===== src/sv/assert_macros.svh =====
// assertion macros shared by the packer modules
`ifndef ASSERT_MACROS_SVH
`define ASSERT_MACROS_SVH

// property checked on every clock edge outside reset
`define PPK_ASSERT(label, prop, msg) \
  label: assert property (@(posedge clk) disable iff (!rst_n) prop) else $error(msg);

// condition that must never be seen outside reset
`define PPK_NEVER(label, cond, msg) \
  `PPK_ASSERT(label, !(cond), msg)

`endif


===== src/sv/ppk_pkg.sv =====
// constants, types and register codes of the page packer
`timescale 1ns / 1ps

package ppk_pkg;

  localparam int MAX_WIDTH   = 128;
  localparam int MAX_HEIGHT  = 64;
  // power of two: chunk number and position come from a shift and a mask
  localparam int CHUNK_BYTES = 16;
  localparam int BAND_ROWS   = 8;

  localparam int PIXEL_W      = 8;
  localparam int WIDTH_REG_W  = 8;
  localparam int HEIGHT_REG_W = 7;
  localparam int THRESH_W     = 8;
  localparam int PAGE_W       = 8;
  localparam int CHUNK_IDX_W  = 6;
  localparam int BYTE_POS_W   = 4;
  localparam int CFG_DATA_W   = 8;
  localparam int CFG_IDX_W    = 2;

  localparam int WIDTH_RESET  = 128;
  localparam int HEIGHT_RESET = 64;
  localparam int THRESH_RESET = 126;

  localparam int BAND_LOG  = $clog2(BAND_ROWS);
  localparam int CHUNK_LOG = $clog2(CHUNK_BYTES);
  localparam int COL_W     = $clog2(MAX_WIDTH);
  localparam int ROW_W     = $clog2(MAX_HEIGHT);
  localparam int WEFF_W    = $clog2(MAX_WIDTH + 1);
  localparam int HEFF_W    = $clog2(MAX_HEIGHT + 1);
  localparam int BANDS_W   = $clog2(MAX_HEIGHT / BAND_ROWS + 1);
  localparam int TOT_W     = WEFF_W + BANDS_W;
  localparam int BYTE_W    = $clog2(MAX_WIDTH * (MAX_HEIGHT / BAND_ROWS));
  localparam int COLBITS_W = BAND_ROWS - 1;

  localparam int FIFO_DEPTH = 3;
  localparam int FIFO_PTR_W = $clog2(FIFO_DEPTH);
  localparam int FIFO_CNT_W = $clog2(FIFO_DEPTH + 1);

  typedef logic [COL_W-1:0]       col_t;
  typedef logic [ROW_W-1:0]       row_t;
  typedef logic [WEFF_W-1:0]      weff_t;
  typedef logic [HEFF_W-1:0]      heff_t;
  typedef logic [BANDS_W-1:0]     bands_t;
  typedef logic [TOT_W-1:0]       tot_t;
  typedef logic [BYTE_W-1:0]      byte_cnt_t;
  typedef logic [BAND_LOG-1:0]    sub_t;
  typedef logic [COLBITS_W-1:0]   colbits_t;
  typedef logic [CHUNK_IDX_W-1:0] chunk_idx_t;
  typedef logic [BYTE_POS_W-1:0]  byte_pos_t;
  typedef logic [FIFO_PTR_W-1:0]  fifo_ptr_t;
  typedef logic [FIFO_CNT_W-1:0]  fifo_cnt_t;

  localparam sub_t      SUB_FIRST = sub_t'(0);
  localparam sub_t      SUB_LAST  = sub_t'(BAND_ROWS - 1);
  localparam fifo_cnt_t FIFO_FULL = fifo_cnt_t'(FIFO_DEPTH);
  localparam fifo_ptr_t FIFO_LAST = fifo_ptr_t'(FIFO_DEPTH - 1);

  typedef enum logic [CFG_IDX_W-1:0] {
    CFG_IMAGE_WIDTH     = 2'd0,
    CFG_IMAGE_HEIGHT    = 2'd1,
    CFG_PIXEL_THRESHOLD = 2'd2
  } cfg_idx_t;

  typedef struct packed {
    logic [WIDTH_REG_W-1:0]  image_width;
    logic [HEIGHT_REG_W-1:0] image_height;
    logic [THRESH_W-1:0]     pixel_threshold;
  } cfg_t;

  // one pixel after decode, handed from the sequencer to the column update
  typedef struct packed {
    col_t       col;
    sub_t       sub;
    logic       lit;
    logic       in_band;
    logic       emit;
    logic       done;
    chunk_idx_t chunk_index;
    byte_pos_t  byte_position;
  } item_t;

  typedef struct packed {
    logic [PAGE_W-1:0] page_byte;
    chunk_idx_t        chunk_index;
    byte_pos_t         byte_position;
    logic              image_done;
  } page_t;

endpackage


===== src/sv/ppk_if.sv =====
// valid/ready channel interfaces for pixels, page bytes and register writes
`timescale 1ns / 1ps

interface ppk_pix_if;
  logic                          valid;
  logic                          ready;
  logic [ppk_pkg::PIXEL_W-1:0]   pixel_value;
  modport source (output valid, output pixel_value, input ready);
  modport sink   (input valid, input pixel_value, output ready);
endinterface

interface ppk_page_if;
  logic                            valid;
  logic                            ready;
  logic [ppk_pkg::PAGE_W-1:0]      page_byte;
  logic [ppk_pkg::CHUNK_IDX_W-1:0] chunk_index;
  logic [ppk_pkg::BYTE_POS_W-1:0]  byte_position;
  logic                            image_done;
  modport source (output valid, output page_byte, output chunk_index,
                  output byte_position, output image_done, input ready);
  modport sink   (input valid, input page_byte, input chunk_index,
                  input byte_position, input image_done, output ready);
endinterface

interface ppk_cfg_if;
  logic                           valid;
  logic                           ready;
  logic [ppk_pkg::CFG_IDX_W-1:0]  index;
  logic [ppk_pkg::CFG_DATA_W-1:0] data;
  modport source (output valid, output index, output data, input ready);
  modport sink   (input valid, input index, input data, output ready);
endinterface


===== src/sv/ppk_ram.sv =====
// generic single-clock ram, one write port and one registered read port
`timescale 1ns / 1ps

module ppk_ram #(
  parameter int WIDTH = 8,
  parameter int DEPTH = 16
) (
  input  logic                     clk,
  input  logic                     we,
  input  logic [$clog2(DEPTH)-1:0] waddr,
  input  logic [WIDTH-1:0]         wdata,
  input  logic                     re,
  input  logic [$clog2(DEPTH)-1:0] raddr,
  output logic [WIDTH-1:0]         rdata
);

  logic [WIDTH-1:0] mem [DEPTH];

  // read returns the old contents when the same entry is written
  always_ff @(posedge clk) begin
    if (we) begin
      mem[waddr] <= wdata;
    end
    if (re) begin
      rdata <= mem[raddr];
    end
  end

endmodule


===== src/sv/ppk_seq.sv =====
// raster position counters, band decode and chunk numbering per pixel
`timescale 1ns / 1ps
`include "assert_macros.svh"

module ppk_seq (
  input  logic                        clk,
  input  logic                        rst_n,
  input  logic                        accept,
  input  logic [ppk_pkg::PIXEL_W-1:0] pixel_value,
  input  ppk_pkg::cfg_t               cfg,
  output ppk_pkg::item_t              item
);

  ppk_pkg::col_t      col_r, col_nxt;
  ppk_pkg::row_t      row_r, row_nxt;
  ppk_pkg::byte_cnt_t byte_cnt_r, byte_cnt_nxt;

  ppk_pkg::weff_t w_eff;
  ppk_pkg::heff_t h_eff;
  ppk_pkg::heff_t band_rows;
  ppk_pkg::bands_t bands;
  ppk_pkg::tot_t  total;
  ppk_pkg::tot_t  emit_limit;
  ppk_pkg::tot_t  byte_ext;
  logic           col_wrap;
  logic           row_wrap;
  logic           in_band;
  ppk_pkg::sub_t  sub;

  // effective size: zero taken as one, larger values clamped to the store
  always_comb begin
    if (cfg.image_width == '0) begin
      w_eff = ppk_pkg::weff_t'(1);
    end else if (int'(cfg.image_width) > ppk_pkg::MAX_WIDTH) begin
      w_eff = ppk_pkg::weff_t'(ppk_pkg::MAX_WIDTH);
    end else begin
      w_eff = ppk_pkg::weff_t'(cfg.image_width);
    end
    if (cfg.image_height == '0) begin
      h_eff = ppk_pkg::heff_t'(1);
    end else if (int'(cfg.image_height) > ppk_pkg::MAX_HEIGHT) begin
      h_eff = ppk_pkg::heff_t'(ppk_pkg::MAX_HEIGHT);
    end else begin
      h_eff = ppk_pkg::heff_t'(cfg.image_height);
    end
  end

  assign bands      = ppk_pkg::bands_t'(h_eff >> ppk_pkg::BAND_LOG);
  assign band_rows  = h_eff & ~ppk_pkg::heff_t'(ppk_pkg::BAND_ROWS - 1);
  assign total      = ppk_pkg::tot_t'(w_eff) * ppk_pkg::tot_t'(bands);
  // bytes past the last whole chunk are never sent
  assign emit_limit = (total >> ppk_pkg::CHUNK_LOG) << ppk_pkg::CHUNK_LOG;
  assign byte_ext   = ppk_pkg::tot_t'(byte_cnt_r);

  assign col_wrap = (ppk_pkg::weff_t'(col_r) + ppk_pkg::weff_t'(1)) >= w_eff;
  assign row_wrap = (ppk_pkg::heff_t'(row_r) + ppk_pkg::heff_t'(1)) >= h_eff;
  assign in_band  = ppk_pkg::heff_t'(row_r) < band_rows;
  assign sub      = row_r[ppk_pkg::BAND_LOG-1:0];

  always_comb begin
    item.col           = col_r;
    item.sub           = sub;
    item.lit           = pixel_value > cfg.pixel_threshold;
    item.in_band       = in_band;
    item.emit          = in_band && (sub == ppk_pkg::SUB_LAST) && (byte_ext < emit_limit);
    item.done          = (byte_ext + ppk_pkg::tot_t'(1)) == emit_limit;
    item.chunk_index   = ppk_pkg::chunk_idx_t'(byte_cnt_r >> ppk_pkg::CHUNK_LOG);
    item.byte_position = ppk_pkg::byte_pos_t'(
                           byte_cnt_r & ppk_pkg::byte_cnt_t'(ppk_pkg::CHUNK_BYTES - 1));
  end

  always_comb begin
    col_nxt      = col_r;
    row_nxt      = row_r;
    byte_cnt_nxt = byte_cnt_r;
    if (accept) begin
      if (in_band && (sub == ppk_pkg::SUB_LAST)) begin
        byte_cnt_nxt = byte_cnt_r + ppk_pkg::byte_cnt_t'(1);
      end
      if (col_wrap) begin
        col_nxt = '0;
        if (row_wrap) begin
          row_nxt      = '0;
          byte_cnt_nxt = '0;
        end else begin
          row_nxt = row_r + ppk_pkg::row_t'(1);
        end
      end else begin
        col_nxt = col_r + ppk_pkg::col_t'(1);
      end
    end
  end

  always_ff @(posedge clk) begin
    if (!rst_n) begin
      col_r      <= '0;
      row_r      <= '0;
      byte_cnt_r <= '0;
    end else begin
      col_r      <= col_nxt;
      row_r      <= row_nxt;
      byte_cnt_r <= byte_cnt_nxt;
    end
  end

  `PPK_ASSERT(a_image_restart, (accept && col_wrap && row_wrap) |=> (col_r == '0 && row_r == '0 && byte_cnt_r == '0), "counters did not restart after the last pixel")

endmodule


===== src/sv/ppk_pack.sv =====
// column store read-modify-write with forwarding of the previous write
`timescale 1ns / 1ps
`include "assert_macros.svh"

module ppk_pack (
  input  logic           clk,
  input  logic           rst_n,
  input  logic           accept,
  input  ppk_pkg::item_t item,
  output logic           s1_valid,
  output logic           push,
  output ppk_pkg::page_t page
);

  logic              s1_valid_r;
  ppk_pkg::item_t    s1_item_r;
  ppk_pkg::colbits_t rdata;
  ppk_pkg::colbits_t old_bits;
  ppk_pkg::colbits_t wdata;
  logic              we;

  logic              last_we_r;
  ppk_pkg::col_t     last_waddr_r;
  ppk_pkg::colbits_t last_wdata_r;
  logic              fwd_hit;

  ppk_ram #(
    .WIDTH (ppk_pkg::COLBITS_W),
    .DEPTH (ppk_pkg::MAX_WIDTH)
  ) u_col_ram (
    .clk   (clk),
    .we    (we),
    .waddr (s1_item_r.col),
    .wdata (wdata),
    .re    (accept),
    .raddr (item.col),
    .rdata (rdata)
  );

  always_ff @(posedge clk) begin
    if (!rst_n) begin
      s1_valid_r <= 1'b0;
      last_we_r  <= 1'b0;
    end else begin
      s1_valid_r <= accept;
      last_we_r  <= we;
    end
  end

  always_ff @(posedge clk) begin
    if (accept) begin
      s1_item_r <= item;
    end
    if (we) begin
      last_waddr_r <= s1_item_r.col;
      last_wdata_r <= wdata;
    end
  end

  // a read issued in the same cycle as a write to its column saw stale data
  assign fwd_hit  = last_we_r && (last_waddr_r == s1_item_r.col);
  assign old_bits = fwd_hit ? last_wdata_r : rdata;

  assign we = s1_valid_r && s1_item_r.in_band && (s1_item_r.sub != ppk_pkg::SUB_LAST);

  always_comb begin
    if (s1_item_r.sub == ppk_pkg::SUB_FIRST) begin
      wdata = ppk_pkg::colbits_t'(s1_item_r.lit);
    end else begin
      wdata = old_bits | (ppk_pkg::colbits_t'(s1_item_r.lit) << s1_item_r.sub);
    end
  end

  assign s1_valid = s1_valid_r;
  assign push     = s1_valid_r && s1_item_r.emit;

  always_comb begin
    page.page_byte     = {s1_item_r.lit, old_bits};
    page.chunk_index   = s1_item_r.chunk_index;
    page.byte_position = s1_item_r.byte_position;
    page.image_done    = s1_item_r.done;
  end

  `PPK_ASSERT(a_push_on_band_end, push |-> (s1_item_r.in_band && s1_item_r.sub == ppk_pkg::SUB_LAST), "page byte sent outside the last row of a band")

endmodule


===== src/sv/ppk_fifo.sv =====
// three-entry result queue in front of the output channel
`timescale 1ns / 1ps
`include "assert_macros.svh"

module ppk_fifo (
  input  logic                clk,
  input  logic                rst_n,
  input  logic                push,
  input  ppk_pkg::page_t      push_data,
  input  logic                pop,
  output logic                head_valid,
  output ppk_pkg::page_t      head,
  output ppk_pkg::fifo_cnt_t  count
);

  ppk_pkg::page_t     slot_r [ppk_pkg::FIFO_DEPTH];
  ppk_pkg::fifo_ptr_t wr_ptr_r, wr_ptr_nxt;
  ppk_pkg::fifo_ptr_t rd_ptr_r, rd_ptr_nxt;
  ppk_pkg::fifo_cnt_t count_r, count_nxt;

  always_comb begin
    wr_ptr_nxt = wr_ptr_r;
    rd_ptr_nxt = rd_ptr_r;
    count_nxt  = count_r;
    if (push) begin
      wr_ptr_nxt = (wr_ptr_r == ppk_pkg::FIFO_LAST) ? '0 : wr_ptr_r + ppk_pkg::fifo_ptr_t'(1);
    end
    if (pop) begin
      rd_ptr_nxt = (rd_ptr_r == ppk_pkg::FIFO_LAST) ? '0 : rd_ptr_r + ppk_pkg::fifo_ptr_t'(1);
    end
    if (push && !pop) begin
      count_nxt = count_r + ppk_pkg::fifo_cnt_t'(1);
    end else if (pop && !push) begin
      count_nxt = count_r - ppk_pkg::fifo_cnt_t'(1);
    end
  end

  always_ff @(posedge clk) begin
    if (!rst_n) begin
      wr_ptr_r <= '0;
      rd_ptr_r <= '0;
      count_r  <= '0;
    end else begin
      wr_ptr_r <= wr_ptr_nxt;
      rd_ptr_r <= rd_ptr_nxt;
      count_r  <= count_nxt;
    end
  end

  always_ff @(posedge clk) begin
    if (push) begin
      slot_r[wr_ptr_r] <= push_data;
    end
  end

  assign head_valid = count_r != '0;
  assign head       = slot_r[rd_ptr_r];
  assign count      = count_r;

  `PPK_NEVER(a_no_overflow, push && !pop && count_r == ppk_pkg::FIFO_FULL, "result queue overflow")
  `PPK_NEVER(a_no_underflow, pop && count_r == '0, "result queue popped while empty")

endmodule


===== src/sv/mono_pixel_to_page_packer.sv =====
// top level of the monochrome pixel to page byte packer
`timescale 1ns / 1ps

// Usage:
// in_pix carries one 8-bit grey pixel per beat in raster order. A pixel lights
// when it is above pixel_threshold. Each band of 8 rows turns into one byte per
// column (top row in bit 0), sent on out_page as the band's last row passes
// that column, with its chunk number, its position in the chunk and a flag on
// the last byte of the image. Rows below the last whole band and bytes after
// the last whole 16-byte chunk are dropped.
// cfg_wr writes image_width (0), image_height (1) and pixel_threshold (2); it is
// always ready and is to be written only while no pixel is in flight.
// Timing: one pixel per cycle while in_pix.ready is high. A byte is registered
// in the column stage, then in the result queue, before it shows on out_page.
// The rate is set by the column store: one read and one write of a 128 x 7 ram
// per pixel, one pixel's write forwarded to the next pixel's read on a column hit.
// Reset: counters go to the start of an image and registers to 128 x 64 with a
// threshold of 126; the column store needs no clearing pass.
// Stall: a three-entry queue holds finished bytes; in_pix.ready drops only when
// the queue and the pixel in flight could fill it.

module mono_pixel_to_page_packer (
  input  logic clk,
  input  logic rst_n,
  ppk_pix_if.sink    in_pix,
  ppk_page_if.source out_page,
  ppk_cfg_if.sink    cfg_wr
);

  logic [ppk_pkg::WIDTH_REG_W-1:0]  width_r;
  logic [ppk_pkg::HEIGHT_REG_W-1:0] height_r;
  logic [ppk_pkg::THRESH_W-1:0]     thresh_r;
  ppk_pkg::cfg_t                    cfg;

  logic               in_accept;
  ppk_pkg::item_t     item;
  logic               s1_valid;
  logic               push;
  ppk_pkg::page_t     page;
  logic               pop;
  logic               head_valid;
  ppk_pkg::page_t     head;
  ppk_pkg::fifo_cnt_t fifo_count;

  assign cfg_wr.ready = 1'b1;

  always_ff @(posedge clk) begin
    if (!rst_n) begin
      width_r  <= ppk_pkg::WIDTH_REG_W'(ppk_pkg::WIDTH_RESET);
      height_r <= ppk_pkg::HEIGHT_REG_W'(ppk_pkg::HEIGHT_RESET);
      thresh_r <= ppk_pkg::THRESH_W'(ppk_pkg::THRESH_RESET);
    end else if (cfg_wr.valid) begin
      case (cfg_wr.index)
        ppk_pkg::CFG_IMAGE_WIDTH: begin
          width_r <= cfg_wr.data[ppk_pkg::WIDTH_REG_W-1:0];
        end
        ppk_pkg::CFG_IMAGE_HEIGHT: begin
          height_r <= cfg_wr.data[ppk_pkg::HEIGHT_REG_W-1:0];
        end
        ppk_pkg::CFG_PIXEL_THRESHOLD: begin
          thresh_r <= cfg_wr.data[ppk_pkg::THRESH_W-1:0];
        end
        default: begin
        end
      endcase
    end
  end

  always_comb begin
    cfg.image_width     = width_r;
    cfg.image_height    = height_r;
    cfg.pixel_threshold = thresh_r;
  end

  // room for the pixel in flight plus a new one, from registers only
  assign in_pix.ready = ({1'b0, fifo_count} + {{ppk_pkg::FIFO_CNT_W{1'b0}}, s1_valid})
                        < (ppk_pkg::FIFO_CNT_W + 1)'(ppk_pkg::FIFO_DEPTH);
  assign in_accept = in_pix.valid && in_pix.ready;

  ppk_seq u_seq (
    .clk         (clk),
    .rst_n       (rst_n),
    .accept      (in_accept),
    .pixel_value (in_pix.pixel_value),
    .cfg         (cfg),
    .item        (item)
  );

  ppk_pack u_pack (
    .clk      (clk),
    .rst_n    (rst_n),
    .accept   (in_accept),
    .item     (item),
    .s1_valid (s1_valid),
    .push     (push),
    .page     (page)
  );

  assign pop = head_valid && out_page.ready;

  ppk_fifo u_fifo (
    .clk        (clk),
    .rst_n      (rst_n),
    .push       (push),
    .push_data  (page),
    .pop        (pop),
    .head_valid (head_valid),
    .head       (head),
    .count      (fifo_count)
  );

  assign out_page.valid         = head_valid;
  assign out_page.page_byte     = head.page_byte;
  assign out_page.chunk_index   = head.chunk_index;
  assign out_page.byte_position = head.byte_position;
  assign out_page.image_done    = head.image_done;

endmodule

===== src/flat_wrapper.sv =====
// flat-port wrapper written by rule: the top's interface ports become plain ports
module mono_pixel_to_page_packer_flat 
  (clk, rst_n, in_pix_valid, in_pix_pixel_value, in_pix_ready, out_page_valid, out_page_page_byte, out_page_chunk_index, out_page_byte_position, out_page_image_done, out_page_ready, cfg_wr_valid, cfg_wr_index, cfg_wr_data, cfg_wr_ready);
  ppk_pix_if in_pix_i ();
  ppk_page_if out_page_i ();
  ppk_cfg_if cfg_wr_i ();
  input  logic clk;
  input  logic rst_n;
  input wire logic [$bits(in_pix_i.valid)-1:0] in_pix_valid;
  input wire logic [$bits(in_pix_i.pixel_value)-1:0] in_pix_pixel_value;
  output wire logic [$bits(in_pix_i.ready)-1:0] in_pix_ready;
  output wire logic [$bits(out_page_i.valid)-1:0] out_page_valid;
  output wire logic [$bits(out_page_i.page_byte)-1:0] out_page_page_byte;
  output wire logic [$bits(out_page_i.chunk_index)-1:0] out_page_chunk_index;
  output wire logic [$bits(out_page_i.byte_position)-1:0] out_page_byte_position;
  output wire logic [$bits(out_page_i.image_done)-1:0] out_page_image_done;
  input wire logic [$bits(out_page_i.ready)-1:0] out_page_ready;
  input wire logic [$bits(cfg_wr_i.valid)-1:0] cfg_wr_valid;
  input wire logic [$bits(cfg_wr_i.index)-1:0] cfg_wr_index;
  input wire logic [$bits(cfg_wr_i.data)-1:0] cfg_wr_data;
  output wire logic [$bits(cfg_wr_i.ready)-1:0] cfg_wr_ready;
  assign in_pix_i.valid = in_pix_valid;
  assign in_pix_i.pixel_value = in_pix_pixel_value;
  assign in_pix_ready = in_pix_i.ready;
  assign out_page_valid = out_page_i.valid;
  assign out_page_page_byte = out_page_i.page_byte;
  assign out_page_chunk_index = out_page_i.chunk_index;
  assign out_page_byte_position = out_page_i.byte_position;
  assign out_page_image_done = out_page_i.image_done;
  assign out_page_i.ready = out_page_ready;
  assign cfg_wr_i.valid = cfg_wr_valid;
  assign cfg_wr_i.index = cfg_wr_index;
  assign cfg_wr_i.data = cfg_wr_data;
  assign cfg_wr_ready = cfg_wr_i.ready;
  mono_pixel_to_page_packer u_core (.clk(clk), .rst_n(rst_n), .in_pix(in_pix_i), .out_page(out_page_i), .cfg_wr(cfg_wr_i));
endmodule

===== config.mk =====
export PLATFORM = sky130hd
export DESIGN_NAME = mono_pixel_to_page_packer_flat
export DESIGN_NICKNAME = d
export VERILOG_FILES = /design/src/sv/ppk_pkg.sv /design/src/sv/ppk_if.sv /design/src/sv/ppk_ram.sv /design/src/sv/ppk_seq.sv /design/src/sv/ppk_pack.sv /design/src/sv/ppk_fifo.sv /design/src/sv/mono_pixel_to_page_packer.sv /design/src/flat_wrapper.sv
export VERILOG_INCLUDE_DIRS = /design/src /design/src/sv
export SDC_FILE = /design/constraint.sdc
export NUM_CORES = 1
export LEC_CHECK = 0
export ABC_AREA = 1
export ABC_CLOCK_PERIOD_IN_PS = 5780
export BUFFER_PORTS_ARGS = -buffer_cell sky130_fd_sc_hd__buf_4
export CELL_PAD_IN_SITES_DETAIL_PLACEMENT = 0
export CELL_PAD_IN_SITES_GLOBAL_PLACEMENT = 2
export CORE_ASPECT_RATIO = 1.25
export CORE_MARGIN = 2
export CORE_UTILIZATION = 43
export DETAILED_ROUTE_END_ITERATION = 8
export PLACE_DENSITY_LB_ADDON = 0.12
export SYNTH_ARGS = -nofsm -noshare
export SYNTH_HDL_FRONTEND = slang
export SYNTH_HIERARCHICAL = 1
export SYNTH_SLANG_ARGS = --single-unit

===== constraint.sdc =====
create_clock -name clk -period 5.78 [get_ports clk]
set_clock_uncertainty 0.15 [all_clocks]
set_input_delay 0.867 -clock clk [delete_from_list [all_inputs] [get_ports clk]]
set_output_delay 0.867 -clock clk [all_outputs]
set_load 0.03 [all_outputs]

* Yosys cells after proc, flatten, opt, wreduce, memory -nomap -nowiden
Memory sizes are Yosys's and may differ from the RTL's. A register that Yosys moved wholly into a read port is not among the register bits.
Index checks and enable logic that the tools add are counted.
** Storage, ports and cells
- Bits in latches :: 0
- Memories kept :: 2
- Bits in writable memories :: 953
- Register bits after elaboration :: 92
- ROM bits :: 0
- Output and inout port bits :: 22
** Memory list
- u_core.u_pack.u_col_ram.mem :: words 128, bits a word 7, read ports 1, clocked after Yosys merged registers in 1, wr ports 1, line ppk_ram.sv:17 : logic [WIDTH-1:0] mem [DEPTH];
- u_core.u_fifo.slot_r :: words 3, bits a word 19, read ports 1, clocked after Yosys merged registers in 1, wr ports 1, line ppk_fifo.sv:16 : ppk_pkg::page_t slot_r [ppk_pkg::FIFO_DEPTH];
** Cells by class
- $mul :: 1
- $lt $le $gt $ge :: 8
- Equality and inequality tests :: 8
- Bitwise gates (word level) :: 1
- Shift operators :: 1
- Reduce and logical (&&, ||, !) cells :: 22
- Add/sub/neg operators :: 11
- Divide/modulo/power cells :: 0
- Muxes and demuxes :: 21
** Operators by type and width (number)
- $mux 7 :: 5
- $mux 10 :: 3
- $mux 8 :: 2
- $eq 11x12->1 :: 1
- $lt 10x12->1 :: 1
- $mul 8x4->12 :: 1
- $mux 2 :: 6
- $add 10x1->11 const B :: 1
- $add 10x1->10 const B :: 1
- $logic_and 1x1->1 :: 10
- $add 7x1->8 const B :: 1
- $ge 8x8->1 :: 1
- $gt 8x8->1 :: 1
- $gt 8x8->1 const B :: 1
- $logic_not 8->1 :: 1
- $reduce_and 2->1 :: 4
- $add 6x1->7 const B :: 1
- $add 7x1->7 const B :: 1
- $eq 7x7->1 :: 1
- $ge 7x7->1 :: 1
- $gt 7x7->1 const B :: 1
- $logic_not 7->1 :: 1
- $lt 6x7->1 :: 1
- $or 7x7->7 :: 1
- 16 further kinds :: 25

* Depth between registers and ports, before layout
- Depth after elaboration :: 8
- Depth in mapped cells :: 27

* By module
The synthesis kept the hierarchy.
** Modules (own cells, without submodules)
- ppk_ram :: instances 1, cells each 3152, area each 37161.9 um^2, sequential area each 27116.0 um^2
- ppk_seq :: instances 1, cells each 491, area each 3286.9 um^2, sequential area each 460.4 um^2
- ppk_fifo :: instances 1, cells each 185, area each 2529.9 um^2, sequential area each 1871.8 um^2
- ppk_pack :: instances 1, cells each 151, area each 1747.9 um^2, sequential area each 1181.1 um^2
- mono_pixel_to_page_packer :: instances 1, cells each 144, area each 1047.3 um^2, sequential area each 460.4 um^2

* Least setup slack after synthesis
No wires, ideal clock.
- Path type :: register -> register
- Start point :: reg u_core/u_pack/s1_item_r[15] (netlist name)
- End point :: reg u_core.u_pack.last_wdata_r[0], data pin
- Cell stages (with the launch flop) :: 4
- Buffers on the path :: 0
- Setup time :: 0.835 ns
- Clock period less this slack :: 4.811 ns
- Setup slack :: 0.969 ns
- Arrival :: 3.826 ns
- Cells stage by stage :: edfxtp_1 inv_1 nand3_1 o21ai_1
** Between the ends
- Word-level cells in the longest chain between the ends :: 3
** Ends and longest elaborated chain
- from (decl) :: line ppk_pack.sv:16 : ppk_pkg::item_t s1_item_r;
- from (signal assigned) :: line ppk_pack.sv:52 : s1_item_r <= item;
- $shl 1x3->7 :: line ppk_pack.sv:70 : wdata = old_bits | (ppk_pkg::colbits_t'(s1_item_r.lit) << s1_item_r.sub);
- $or 7x7->7 :: line ppk_pack.sv:70
- $mux 7 (*) :: line ppk_pack.sv:67 : if (s1_item_r.sub == ppk_pkg::SUB_FIRST) begin
- named net u_core.u_pack.wdata[0] :: line ppk_pack.sv:19 : ppk_pkg::colbits_t wdata;
- to (signal assigned) :: line ppk_pack.sv:56 : last_wdata_r <= wdata;
- to (decl) :: line ppk_pack.sv:24 : ppk_pkg::colbits_t last_wdata_r;
The timed path passes the listed nets; every way through them passes the cells marked *.
A chain may end at the register's enable or synchronous reset.

==> impl_metrics.yaml <==
worst_setup_path:
  cp_num_buf_inv: 5
  worstSetupPathType: "flop to flop"
  start_kind: "flop"
  endpoint_kind: "flop"
  path_max_fanout: 12
  ff2ff_path_depth: 22
  rrSetupSlack_ps: 1370
  r2r_start: "u_core/height_r[6]"
  reg2reg_to: "u_core/u_pack/s1_item_r[11]"
  worstPathRequired_ps: 6090
  path_cells: "inv_1 > nand2_1 > nor2_1 > fa_1 > inv_1 > fa_1 > inv_1 > ha_1 > a21oi_1 > o21ai_0 > inv_1 > nand2_1 > nand2_1 > nand2_1 > ha_1 > nand2_1 > inv_1 > nand2_1 > nand2_1 > nand2_1 > nand2_1 > a21oi_1"
  slowest_stage: "fa_1"
  crit_family: "adder cells"
  max_stage_delay_ps: 510
  cp.arrival_ps: 4720
  cp_common_cell: "nand2_1"
die:
  core-area_sq_um: 105000
  die_w_microns: 296
  io_pins: 45
  die_height_microns: 369
  die-area_sq_um: 109000
  start_util_pct: 43.5
  rows: 133
cts:
  clk_pin_slew_ps: 60
  cts_buffers: 109
  clock-sinks: 1054
  clockBufferDepth: 3
  post-cts-setup-buffer-count: 0
  htreeDepth: 3
  cts_tree: "done"
  cts_root_buf: "clkbuf_16"
  cts_repair_resize_count: 0
  clk_latency_ps: 720
  cts_hold_buf: 0
synth:
  ys_async_sr_fraction_pct: 0
  synthTopCellsByArea: "edfxtp_1 (65%), nand2_1 (10%), nand3_1 (9.7%), dfxtp_1 (2.4%), nor2_1 (2.0%)"
  syn_nets: 4208
  synthTopCellsByCount: "nand2_1 (1,240), edfxtp_1 (998), nand3_1 (886), nor2_1 (245), inv_1 (158)"
  synth_top_area_share_pct: 65.5
  synth.most_common_cell: "nand2_1"
  ys_ff_latch: 1054
  synthCells: 4123
  yosysTopAreaCell: "edfxtp_1"
  yosysWarnings: 6
  ys_seq_area_share_pct: 67.9
  syn_area_sq_um: 45800
  synth_edf_count: 998
  ys_types: 53
  avgSynthCellArea_sq_um: 11.1
  ys.flop_type: "edfxtp_1"
global_route:
  antenna_found_initial: 0
  grt_pass1_wl_mm: 188
  grt_pass1_vias: 29000
  grt_overflow_total: 0
  grt_max_degree: 189
  grt_use_total_pct: 23.1
placed_design:
  dpl_worst_slack_ps: 1310
  gp_congestion: 0.782
  io_buffers: 43
  hpwlAfterDp_mm: 72.6
final_layout:
  multiInputGateArea_sq_um: 12500
  n_antenna_cell: 0
  nets: 4170
  drive_above_1_share_pct: 8.04
  seqCellArea_sq_um: 31100
  final_util_pct: 47.8
  fill_cells: 9722
  areaGrowthSynthToFinish_pct: 9.93
routing:
  wl_mm: 125
  first_pass_iters: 5
  num_vias: 29600
  vias_per_cell: 5.30
  ant_nets: 0
  drc_errors: 0
  avgRoutedWirePerCell_microns: 22.3
  drtIter0Drc: 2464
timing:
  worstMarginPinSlew_ps: 1120
  setup_viol: 0
  slew_viol_final: 0
  hold_violations: 0
  finalSetupTns_ps: 0
  rsz0062_at_grt: "no"
  fmax_mhz: 227
  relSlewSlack_pct: 25.7
  whs_ps: 269
  setup_ws_ps: 1370
  min_period_ps: 4410
  post-route-period-util_pct: 76.3
worst_hold_path:
  min_from: "cfg_wr_data[3]"
  holdPathEnd: "u_core/height_r[3]"
  whs_path_depth: 3
  hp-class: "primary input to flop"
flow_run:
  drv_cap: 0
pwr:
  leakage_nw: 18.5
  finalPower_mw: 18.4
  vdd_drop_max_mv: 0.238
  p_per_area_nw_per_um2: 365
run_status:
  outcome: "finished clean"
worst max-delay path by stage:
stage / endpoint / depth (start not counted) / start
6_report: u_core/u_pack/s1_item_r[11] / 22 / u_core/height_r[6]
4_1_cts: u_core/u_pack/s1_item_r[11] / 23 / u_core/height_r[6]
5_1_grt: u_core/u_pack/s1_item_r[11] / 24 / u_core/height_r[6]
3_3_place_gp: u_core/u_pack/s1_item_r[11] / 23 / u_core/height_r[6]
2_1_floorplan: u_core/u_pack/last_wdata_r[0] / 3 / u_core/u_pack/s1_item_r[15]
3_5_place_dp: u_core/u_pack/s1_item_r[11] / 23 / u_core/height_r[6]
metrics by stage:
| step | cell area, sq um | std cells |
|---|---|---|
| 2_1_floorplan | 45800 | 4123 |
| 3_3_place_gp | 46700 | 5391 |
| 3_5_place_dp | 46700 | 5391 |
| 4_1_cts | 50300 | 5596 |
| 5_1_grt | 50300 | 5596 |
| 6_report | 50300 | 5596 |
cell usage in the layout, fill, tap and decap left out, types with 19 or more instances in the layout:
cell type / Yosys / routed
clkbuf_1: 33 / 26
nand3_1: 886 / 886
clkinv_1: 1 / 20
dfxtp_1: 56 / 52
a21oi_1: 59 / 59
clkbuf_16: 0 / 110
o21ai_0: 22 / 22
nand2_2: 18 / 19
nor2_1: 245 / 245
ha_1: 51 / 51
buf_4: 49 / 84
a21oi_2: 22 / 22
nand4_1: 19 / 19
inv_1: 158 / 150
nand2_1: 1240 / 1239
edfxtp_1: 998 / 998
logic make-up after synthesis:
logic type                 count (synthesis)  share of synthesized area (%)
xor gates and xnor gates                  19                          0.364
adders and majority gates                 62                           1.88
other                                      1                        0.00819
DFF                                     1054                           67.9
and+or+nand+nor                         2460                           23.3
AOI/OAI and AO/OA                        123                           1.63
buffers and inverters                    404                           4.91
power breakdown:
part	total (mW)	internal, mW	switching, mW
sequential	8.85	8.75	0.0996
combinational	2.48	0.578	1.90
clock	7.06	4.08	2.98
total	18.4	13.4	4.98
worst min-delay path: stages:
cell    delay, ps
buf_4         100
nor2_1         40
nor2_1         80
layer usage:
layer / GRT usage (%) / wire [microns]
met5: 0 / 0
met4: 6.51 / 2750
met3: 3.01 / 5330
met2: 39.2 / 62500
met1: 31.0 / 54400
registers in the layout, indices dropped and copies added (netlist names), 6 cells and up, named ones only:
| register | flops |
|---|---|
| u_core/u_pack/u_col_ram/mem | 896 |
| u_core/u_fifo/slot_r | 57 |
| u_core/u_pack/page | 12 |
| u_core/u_pack/s1_item_r | 12 |
| u_core/u_seq/byte_cnt_r | 10 |
| u_core/thresh_r | 8 |
| u_core/width_r | 8 |
| u_core/height_r | 7 |
| u_core/u_pack/last_waddr_r | 7 |
| u_core/u_pack/last_wdata_r | 7 |
| u_core/u_pack/u_col_ram/rdata | 7 |
| u_core/u_seq/col_r | 7 |
| u_core/u_seq/row_r | 6 |
final cells by class:
| cell class | count | share of cell area (%) |
|---|---|---|
| tap | 1417 | 3.52 |
| inverter | 166 | 1.32 |
| clock buffer | 146 | 5.94 |
| timing repair buffer | 89 | 1.45 |
| sequential | 1054 | 61.8 |
| clock inverter | 59 | 1.21 |
| multi-input combinational | 2665 | 24.8 |
Note: power is estimated with default switching activity, not from simulation.
